### src/depr_pkg.sv
// ----------------------------------------------------------------------------
// Dual echo pulse ranger package
// Command codes, field widths and distance constants.
// ----------------------------------------------------------------------------
package depr_pkg;

  // field widths
  localparam int unsigned TimeW = 16;
  localparam int unsigned DistW = 10;

  // command codes
  localparam logic [1:0] CMD_CAPTURE   = 2'd0;
  localparam logic [1:0] CMD_WATCHDOG  = 2'd1;
  localparam logic [1:0] CMD_TRIG_BEG  = 2'd2;
  localparam logic [1:0] CMD_TRIG_END  = 2'd3;

  // distance reported for no echo or out of range
  localparam logic [DistW-1:0] DIST_NONE = 10'd999;

  // widths above this limit are out of range
  localparam logic [17:0] WIDTH_LIMIT = 18'd19000;

  // reset value of the timer period register
  localparam logic [TimeW-1:0] PERIOD_RESET = 16'hFFFF;

  // reciprocal of 583 scaled by 2^28, rounded up; exact for dividends below 2^18
  localparam int unsigned RecipShift = 28;
  localparam logic [18:0] RECIP_583  = 19'd460439;

endpackage

### src/dual_echo_pulse_ranger.sv
// ----------------------------------------------------------------------------
// Dual echo pulse ranger
// Two-channel ultrasonic echo ranger with alternating trigger lines.
// ----------------------------------------------------------------------------
// Usage:
//   Input channel (in_valid_i / in_stall_o) carries one event per request:
//   cmd_i selects capture edge, watchdog tick, trigger start or trigger end;
//   channel_i and capture_value_i matter for a capture edge only.
//   Output channel (out_valid_o / out_stall_i) returns one result per event:
//   both distances in cm (999 for none), trigger levels, armed flags and
//   measure_done, all showing the state after that event.
//   Configuration channel (cfg_valid_i / cfg_ready_o) writes the timer period
//   used for wrap correction; write it only while the block is idle.
// Timing:
//   An accepted event is held in the input register and then evaluated into
//   the result register, which presents its result. One event per cycle is
//   sustained while out_stall_i is low; the evaluation of an event
//   is a single pass of the width, range check and reciprocal multiply.
// Reset and stall:
//   Reset clears all channel state, both stores, trigger lines and the
//   alternation, and sets the timer period to 65535. While out_stall_i holds
//   a result, the input register keeps one event and then stalls the input.
// ----------------------------------------------------------------------------
module dual_echo_pulse_ranger (
  input  logic                        clk_i,
  input  logic                        rst_ni,
  // configuration write
  input  logic                        cfg_valid_i,
  output logic                        cfg_ready_o,
  input  logic [depr_pkg::TimeW-1:0]  cfg_data_i,
  // event requests
  input  logic                        in_valid_i,
  output logic                        in_stall_o,
  input  logic [1:0]                  cmd_i,
  input  logic                        channel_i,
  input  logic [depr_pkg::TimeW-1:0]  capture_value_i,
  // results
  output logic                        out_valid_o,
  input  logic                        out_stall_i,
  output logic [depr_pkg::DistW-1:0]  left_distance_o,
  output logic [depr_pkg::DistW-1:0]  right_distance_o,
  output logic                        left_trigger_o,
  output logic                        right_trigger_o,
  output logic                        left_wait_falling_o,
  output logic                        right_wait_falling_o,
  output logic                        measure_done_o
);

  // input register
  logic                       s1_valid_q;
  logic [1:0]                 s1_cmd_q;
  logic                       s1_chan_q;
  logic [depr_pkg::TimeW-1:0] s1_cap_q;

  // channel state
  logic [depr_pkg::TimeW-1:0] period_q;
  logic                       left_armed_q, left_armed_d;
  logic                       right_armed_q, right_armed_d;
  logic [depr_pkg::TimeW-1:0] left_start_q, left_start_d;
  logic [depr_pkg::TimeW-1:0] right_start_q, right_start_d;
  logic [depr_pkg::DistW-1:0] left_dist_q, left_dist_d;
  logic [depr_pkg::DistW-1:0] right_dist_q, right_dist_d;
  logic                       next_right_q, next_right_d;
  logic                       trig_left_q, trig_left_d;
  logic                       trig_right_q, trig_right_d;
  logic                       done_d;

  // result register
  logic                       res_valid_q;
  logic [depr_pkg::DistW-1:0] res_left_dist_q;
  logic [depr_pkg::DistW-1:0] res_right_dist_q;
  logic                       res_trig_left_q;
  logic                       res_trig_right_q;
  logic                       res_left_wait_q;
  logic                       res_right_wait_q;
  logic                       res_done_q;

  logic                       advance;
  logic                       accept;
  logic [depr_pkg::TimeW-1:0] sel_start;
  logic [depr_pkg::DistW-1:0] meas_dist;

  // handshake
  assign advance     = s1_valid_q && (!res_valid_q || !out_stall_i);
  assign in_stall_o  = s1_valid_q && !advance;
  assign accept      = in_valid_i && !in_stall_o;
  assign cfg_ready_o = 1'b1;

  // timer period register
  always_ff @(posedge clk_i or negedge rst_ni) begin
    if (!rst_ni) begin
      period_q <= depr_pkg::PERIOD_RESET;
    end else if (cfg_valid_i && cfg_ready_o) begin
      period_q <= cfg_data_i;
    end
  end

  // input register
  always_ff @(posedge clk_i or negedge rst_ni) begin
    if (!rst_ni) begin
      s1_valid_q <= 1'b0;
    end else if (accept) begin
      s1_valid_q <= 1'b1;
    end else if (advance) begin
      s1_valid_q <= 1'b0;
    end
  end

  always_ff @(posedge clk_i) begin
    if (accept) begin
      s1_cmd_q  <= cmd_i;
      s1_chan_q <= channel_i;
      s1_cap_q  <= capture_value_i;
    end
  end

  // width to distance for the addressed channel
  assign sel_start = s1_chan_q ? right_start_q : left_start_q;

  depr_calc u_calc (
    .period_i (period_q),
    .start_i  (sel_start),
    .stop_i   (s1_cap_q),
    .dist_o   (meas_dist)
  );

  // event decode and next state
  always_comb begin
    left_armed_d  = left_armed_q;
    right_armed_d = right_armed_q;
    left_start_d  = left_start_q;
    right_start_d = right_start_q;
    left_dist_d   = left_dist_q;
    right_dist_d  = right_dist_q;
    next_right_d  = next_right_q;
    trig_left_d   = trig_left_q;
    trig_right_d  = trig_right_q;
    done_d        = 1'b0;
    unique case (s1_cmd_q)
      depr_pkg::CMD_CAPTURE: begin
        if (!s1_chan_q) begin
          if (!left_armed_q) begin
            left_start_d = s1_cap_q;
            left_armed_d = 1'b1;
          end else begin
            left_dist_d  = meas_dist;
            left_armed_d = 1'b0;
            done_d       = 1'b1;
          end
        end else begin
          if (!right_armed_q) begin
            right_start_d = s1_cap_q;
            right_armed_d = 1'b1;
          end else begin
            right_dist_d  = meas_dist;
            right_armed_d = 1'b0;
            done_d        = 1'b1;
          end
        end
      end
      depr_pkg::CMD_WATCHDOG: begin
        if (left_armed_q) begin
          left_armed_d = 1'b0;
          left_start_d = '0;
          left_dist_d  = depr_pkg::DIST_NONE;
        end
        if (right_armed_q) begin
          right_armed_d = 1'b0;
          right_start_d = '0;
          right_dist_d  = depr_pkg::DIST_NONE;
        end
      end
      depr_pkg::CMD_TRIG_BEG: begin
        if (!next_right_q) begin
          trig_left_d = 1'b1;
        end else begin
          trig_right_d = 1'b1;
        end
        next_right_d = !next_right_q;
      end
      depr_pkg::CMD_TRIG_END: begin
        trig_left_d  = 1'b0;
        trig_right_d = 1'b0;
      end
      default: begin
        trig_left_d  = trig_left_q;
      end
    endcase
  end

  // channel state update as an event leaves the input register
  always_ff @(posedge clk_i or negedge rst_ni) begin
    if (!rst_ni) begin
      left_armed_q  <= 1'b0;
      right_armed_q <= 1'b0;
      left_start_q  <= '0;
      right_start_q <= '0;
      left_dist_q   <= '0;
      right_dist_q  <= '0;
      next_right_q  <= 1'b0;
      trig_left_q   <= 1'b0;
      trig_right_q  <= 1'b0;
    end else if (advance) begin
      left_armed_q  <= left_armed_d;
      right_armed_q <= right_armed_d;
      left_start_q  <= left_start_d;
      right_start_q <= right_start_d;
      left_dist_q   <= left_dist_d;
      right_dist_q  <= right_dist_d;
      next_right_q  <= next_right_d;
      trig_left_q   <= trig_left_d;
      trig_right_q  <= trig_right_d;
    end
  end

  // result valid
  always_ff @(posedge clk_i or negedge rst_ni) begin
    if (!rst_ni) begin
      res_valid_q <= 1'b0;
    end else if (advance) begin
      res_valid_q <= 1'b1;
    end else if (!out_stall_i) begin
      res_valid_q <= 1'b0;
    end
  end

  // result payload, a stored zero distance reads as none
  always_ff @(posedge clk_i) begin
    if (advance) begin
      res_left_dist_q  <= (left_dist_d == '0) ? depr_pkg::DIST_NONE : left_dist_d;
      res_right_dist_q <= (right_dist_d == '0) ? depr_pkg::DIST_NONE : right_dist_d;
      res_trig_left_q  <= trig_left_d;
      res_trig_right_q <= trig_right_d;
      res_left_wait_q  <= left_armed_d;
      res_right_wait_q <= right_armed_d;
      res_done_q       <= done_d;
    end
  end

  assign out_valid_o          = res_valid_q;
  assign left_distance_o      = res_left_dist_q;
  assign right_distance_o     = res_right_dist_q;
  assign left_trigger_o       = res_trig_left_q;
  assign right_trigger_o      = res_trig_right_q;
  assign left_wait_falling_o  = res_left_wait_q;
  assign right_wait_falling_o = res_right_wait_q;
  assign measure_done_o       = res_done_q;

endmodule

### src/depr_calc.sv
// ----------------------------------------------------------------------------
// Echo width to distance
// Wrap-corrected pulse width, range check and width*10/583 in cm.
// ----------------------------------------------------------------------------
module depr_calc (
  input  logic [depr_pkg::TimeW-1:0] period_i,
  input  logic [depr_pkg::TimeW-1:0] start_i,
  input  logic [depr_pkg::TimeW-1:0] stop_i,
  output logic [depr_pkg::DistW-1:0] dist_o
);

  logic signed [17:0] width;
  logic               out_of_range;
  logic [17:0]        scaled;
  logic [36:0]        product;
  logic [8:0]         quot;

  // pulse width, with one wrap of the timer when the end precedes the start
  always_comb begin
    if (stop_i >= start_i) begin
      width = $signed({2'b00, stop_i}) - $signed({2'b00, start_i});
    end else begin
      width = $signed({2'b00, period_i}) + $signed({2'b00, stop_i}) + 18'sd1
              - $signed({2'b00, start_i});
    end
  end

  // negative width only comes from a start above the period
  assign out_of_range = width[17] || ($unsigned(width) > depr_pkg::WIDTH_LIMIT);

  // width * 10 as shift-add, at most 190000
  assign scaled  = {width[14:0], 3'b000} + {2'b00, width[14:0], 1'b0};

  // divide by 583 through the reciprocal
  assign product = {19'd0, scaled} * {18'd0, depr_pkg::RECIP_583};
  assign quot    = product[depr_pkg::RecipShift +: 9];

  assign dist_o  = out_of_range ? depr_pkg::DIST_NONE : {1'b0, quot};

endmodule

### config.mk
export PLATFORM = sky130hd
export DESIGN_NAME = dual_echo_pulse_ranger
export DESIGN_NICKNAME = d
export VERILOG_FILES = /design/src/depr_pkg.sv /design/src/dual_echo_pulse_ranger.sv /design/src/depr_calc.sv
export SDC_FILE = /design/constraint.sdc
export NUM_CORES = 1
export LEC_CHECK = 0
export ABC_CLOCK_PERIOD_IN_PS = 38200
export BUFFER_PORTS_ARGS = -buffer_cell sky130_fd_sc_hd__buf_2
export CAP_MARGIN = 20
export CORE_ASPECT_RATIO = 0.7
export CORE_MARGIN = 2
export CORE_UTILIZATION = 34
export CTS_BUF_LIST = sky130_fd_sc_hd__clkbuf_4 sky130_fd_sc_hd__clkbuf_8
export CTS_CLUSTER_SIZE = 25
export DETAILED_ROUTE_END_ITERATION = 7
export SLEW_MARGIN = 20
export SYNTH_ARGS = -nofsm -noshare
export SYNTH_HDL_FRONTEND = slang
export SYNTH_SLANG_ARGS = --single-unit
### constraint.sdc
create_clock -name clk_i -period 38.2 [get_ports clk_i]
set_input_delay 7.64 -clock clk_i [delete_from_list [all_inputs] [get_ports clk_i]]
set_output_delay 7.64 -clock clk_i [all_outputs]
set_load 0.03 [all_outputs]
## Word level (Yosys, flattened, before mapping)

Cells that the tools add are included.

| word-level totals | value |
|---|---|
| bits in writable memories | 0 |
| memory bits (read-only) | 0 |
| register bits | 119 |
| bits in latches | 0 |
| bits of input ports | 40 |
| output and inout port bits | 28 |
| logic and storage cells | 94 |
| memories kept | 0 |

| cells by class | value |
|---|---|
| reductions and logical operators | 18 |
| div/mod/pow operators | 0 |
| equal/unequal tests | 10 |
| shifts and indexed selects | 0 |
| mux-type cells | 36 |
| order comparisons | 2 |
| multipliers | 1 |
| bitwise logic cells | 0 |
| $add $sub $neg | 5 |

Operators with widths:

| cell | count |
|---|---|
| 2-to-1 mux 16 bit | 7 |
| 2-to-1 mux 10 bit | 7 |
| case mux 16 bit (2 select lines) | 2 |
| case mux 10 bit (2 select lines) | 2 |
| multiplier 18 x 19 -> 37 bit (second input constant) | 1 |
| logical NOT 10 bit | 2 |
| adder 18 x 16 -> 18 bit | 1 |
| adder 18 x 2 -> 18 bit (second input constant) | 1 |
| greater-than comparator 18 x 15 -> 1 bit (second input constant) | 1 |
| 2-to-1 mux 18 bit | 1 |
| subtractor 18 x 17 -> 18 bit | 1 |
| adder 16 x 16 -> 17 bit | 1 |
| subtractor 16 x 16 -> 17 bit | 1 |
| greater-or-equal comparator 16 bit | 1 |
| 2-to-1 mux 1 bit | 13 |
| != test 2 bit (second input constant) | 6 |
| AND reduction 5 bit | 2 |
| case mux 1 bit (2 select lines) | 4 |
| logical NOT 1 bit | 5 |
| equality test 2 bit (second input constant) | 2 |
| nonzero test 2 bit | 2 |
| logical AND 1 bit | 3 |
| equality test 2 x 1 -> 1 bit (second input constant) | 1 |
| logical NOT 2 bit | 1 |
| 3 further kinds | 4 |

## Depth between registers and ports, before layout

| depth | value |
|---|---|
| depth after elaboration | 11 |
| mapped depth | 50 |

## By module

A second synthesis with hierarchy kept.

| unflattened totals | value |
|---|---|
| cells, all modules | 1438 |
| area, all modules | 13690.6 um^2 |

Modules (own cells, without submodules):

| module | cells an instance | area an instance (um^2) | times used |
|---|---|---|---|
| depr_calc | 1009 | 8622.0 | 1 |
| dual_echo_pulse_ranger | 429 | 5068.6 | 1 |

## Least setup slack after synthesis

Ideal clock, no wire load.

| path | value |
|---|---|
| path type | input to output |
| from | input out_stall_i |
| to | output in_stall_o |
| slack | 22.607 ns |
| data required time | 30.560 ns |
| arrival time | 7.953 ns |
| buffers on the path | 0 |
| stages on the path | 2 |
| cells stage by stage | nand3_1 > inv_1 |

| between the ends | value |
|---|---|
| cells in the longest elaborated chain, start to end | 5 |

Ends and longest elaborated chain:

| what | line | text |
|---|---|---|
| start: declaration | dual_echo_pulse_ranger.sv:39 | `input logic out_stall_i,` |
| logical NOT 1 bit | - |  |
| logical OR 1 bit | dual_echo_pulse_ranger.sv:84 | `assign advance = s1_valid_q && (!res_valid_q \|\| !out_stall_i);` |
| logical AND 1 bit | dual_echo_pulse_ranger.sv:84 |  |
| logical NOT 1 bit | dual_echo_pulse_ranger.sv:85 | `assign in_stall_o = s1_valid_q && !advance;` |
| logical AND 1 bit | dual_echo_pulse_ranger.sv:85 |  |
| end: declaration | dual_echo_pulse_ranger.sv:33 | `output logic in_stall_o,` |

Every way passes these cells.

## Worst setup path after layout

Same ends and word-level chain as after synthesis.

==> out/summary.log <==
qor: synth.ys_async_sr_fraction 63.0%
qor: synth.yosysTopAreaCell sky130_fd_sc_hd__ha_1
qor: synth.ys_warn_count 0
qor: final_layout.antennaDiodeCount 0
qor: sta.maxSlewViolCount 0
qor: final_layout.final_nets 1867
qor: sta.timing.setup.tns 0 ns
qor: die.rows 61
qor: drt.routed_wire_per_std_cell 16.4 um
qor: place.preCtsSetupSlack 22.49 ns
qor: drt.via_per_inst 5.11
qor: critical_path.worstSetupEndpoint in_stall_o
qor: synth.synth_flop_cell sky130_fd_sc_hd__dfrtp_1
qor: drt.antenna_left 0
qor: sta.post-route-period-util 41.1%
qor: clock_network.path_clk_slew 0.07 ns
qor: drt.drt_first_iter_violations 646
qor: sta.worst_pin_slew 1.04 ns
qor: sta.rsz0062_at_grt false
qor: die.die_height 173 um
qor: grt.grt_max_degree 65
qor: die.die-width 245 um
qor: grt.grt_first_pass_wirelength 55300 um
qor: place.final_weighted_congestion_in_routability_driven_placement 0.924
qor: synth.synth.avg_cell_area 9.60 um2
qor: drt.route.vias.total 10.4k
qor: critical_path.worstSetupStartpointType input port
qor: die.die_ar 42500 um2
qor: sta.finalSetupViolCount 0
qor: final_layout.multiInputGateArea 9580 um2
qor: grt.grt-ovfl-total 0
qor: critical_path.critical_path_required 30.56 ns
qor: critical_path.critical_path.endpoint_type output port
qor: flow_run.maxCapViolCount 0
qor: place.placement.io_buffers 66
qor: synth.syn_area 13900 um2
qor: drt.route.detailed.drc 0
qor: critical_path.cp_data_arrival_time 8.07 ns
qor: critical_path.worst_setup_path_startpoint out_stall_i
qor: critical_path.r2r_setup_slack 24.90 ns
qor: place.hpwl 27800 um
qor: clock_network.max-clock-path-buffers 2
qor: die.io_pins 68
qor: final_layout.layout.area.seq 3220 um2
qor: clock_network.cts_hold_repair.buffers 0
qor: grt.grt_pass1_vias 10.4k
qor: clock_network.cts_tree done
qor: worst_hold_path.worstHoldPathType register to register
qor: final_layout.area_delta_synth_final 8.78%
qor: synth.synth_nets 1819
qor: clock_network.root_buffer sky130_fd_sc_hd__clkbuf_8
qor: clock_network.cts-htree-levels 4
qor: synth.synth_area_leaders sky130_fd_sc_hd__ha_1, sky130_fd_sc_hd__fa_1, sky130_fd_sc_hd__dfrtp_1, sky130_fd_sc_hd__edfxtp_1, sky130_fd_sc_hd__inv_1
qor: die.core_area 40000 um2
qor: clock_network.number_of_gates_resized_after_cts 0
qor: critical_path.crit_path_max_fanout 3
qor: clock_network.worstSkewPairLatency 0.46 ns
qor: synth.post_synth_num_cell_types 97
qor: sta.worst_slew_margin_rel 30.4%
qor: critical_path.rr_startpoint s1_chan_q
qor: sta.achievable_clock_frequency 63.7 MHz
qor: clock_network.cts_inserted_buffers 17
qor: final_layout.layout.filler_cells 4070
qor: sta.worst_skew 0.0174 ns
qor: synth.yosysSeqAreaShare 23.2%
qor: grt.antenna_found_initial 0
qor: synth.post_synth_edffs 44
qor: synth.post-synth-top-count-cell sky130_fd_sc_hd__inv_1
qor: final_layout.final_core_util 37.7%
qor: final_layout.final_layout_size_suffix_gt1_share 11.4%
qor: drt.first_pass_iters 5
qor: sta.final_hold_viol_count 0
qor: outcome.status completed
qor: critical_path.timing.rr.end left_distance_o[6]
qor: grt.grt_use_total 16.2%
qor: clock_network.cts.sink_count 119
qor: synth.syn_inst 1445
qor: drt.route.final.wire_length 33500 um
qor: critical_path.setup.worst_path.class input port to output port
qor: die.initial_utilization 34.7%
qor: synth.post_synth_most_frequent_cells sky130_fd_sc_hd__inv_1, sky130_fd_sc_hd__ha_1, sky130_fd_sc_hd__nand2_1, sky130_fd_sc_hd__fa_1, sky130_fd_sc_hd__o21ai_0
qor: sta.layout_min_cycle_time 15.71 ns
qor: synth.yosys_register_bits 119
qor: sta.fin_ws 22.49 ns
qor: clock_network.cts_setup_buffers 0
qor: critical_path.worst_reg_to_reg_path_cell_count 40
qor: synth.synth_top_cell_area_share 20.9%
-- worst min-delay path by stage --
stage | startpoint | end | slack (ns) | cells after the start
final | left_start_q[4] | left_start_q[4] | 0.49 | 2
after floorplan | right_dist_q[8] | right_dist_q[8] | 0.45 | 2
after CTS | left_start_q[11] | left_start_q[11] | 0.49 | 2
after global routing | right_dist_q[8] | right_dist_q[8] | 0.50 | 2
after global placement | left_start_q[15] | left_start_q[15] | 0.46 | 2
after detailed placement | right_dist_q[8] | right_dist_q[8] | 0.47 | 2
-- through the flow --
stage / area (um2) / cells / hold WS, ns
2_1_floorplan: 13900 / 1445 / 0.447
3_3_place_gp: 14700 / 2009 / 0.463
3_5_place_dp: 14700 / 2009 / 0.467
4_1_cts: 15100 / 2041 / 0.486
5_1_grt: 15100 / 2041 / 0.497
6_report: 15100 / 2041 / 0.485
-- layout make-up --
| cell class | count | share of cell area (%) |
|---|---|---|
| timing repair buffer | 70 | 2.41 |
| tap | 535 | 4.44 |
| multi-input combinational | 1050 | 63.5 |
| clock inverter | 13 | 0.788 |
| sequential | 119 | 21.3 |
| clock buffer | 19 | 1.69 |
| inverter | 235 | 5.85 |
-- layer usage --
metal  global-route usage (%)  vias up  wire, um
met5                        0        -         0
met4                     2.47        0       234
met3                     3.71       23      2070
met2                     22.6      241     13400
met1                     25.5     5078     17800
li1                         -     5082         -
-- worst max-delay path, stage by stage --
cell	delay, ns
sky130_fd_sc_hd__buf_2	0.09
sky130_fd_sc_hd__nand3_1	0.10
sky130_fd_sc_hd__inv_1	0.06
sky130_fd_sc_hd__buf_2	0.18
-- registers in the layout, indices dropped and copies added (netlist names), 2 cells and up --
name and flops:
s1_cmd_q 2, period_q 16, s1_cap_q 16, left_start_q 16
right_start_q 16, right_dist_q 10, right_distance_o 10, left_dist_q 10
left_distance_o 10
-- cells by family after synthesis --
logic type,synth area share (%)
mux,3.00
simple gates,10.2
compound gates,16.0
flops,23.2
buf+inv,7.76
other cells,0.0270
xor+xnor,4.23
fa+ha+maj,35.7
-- cell usage in the layout, fill, tap and decap left out, types with 27 or more instances in the layout --
cell type                  netlist  layout
sky130_fd_sc_hd__ha_1          232     232
sky130_fd_sc_hd__nand2_1       113     113
sky130_fd_sc_hd__edfxtp_1       44      44
sky130_fd_sc_hd__inv_1         234     234
sky130_fd_sc_hd__o21ai_0        77      77
sky130_fd_sc_hd__fa_1          102     102
sky130_fd_sc_hd__buf_2           7      65
sky130_fd_sc_hd__dfrtp_1        59      59
sky130_fd_sc_hd__xnor2_1        49      49
sky130_fd_sc_hd__a21o_1         27      27
sky130_fd_sc_hd__nor2_1         51      51
sky130_fd_sc_hd__a21oi_1        65      65
Power is not shown: default switching activity piles up to over one toggle a cycle in this logic, so the estimate is an artifact.
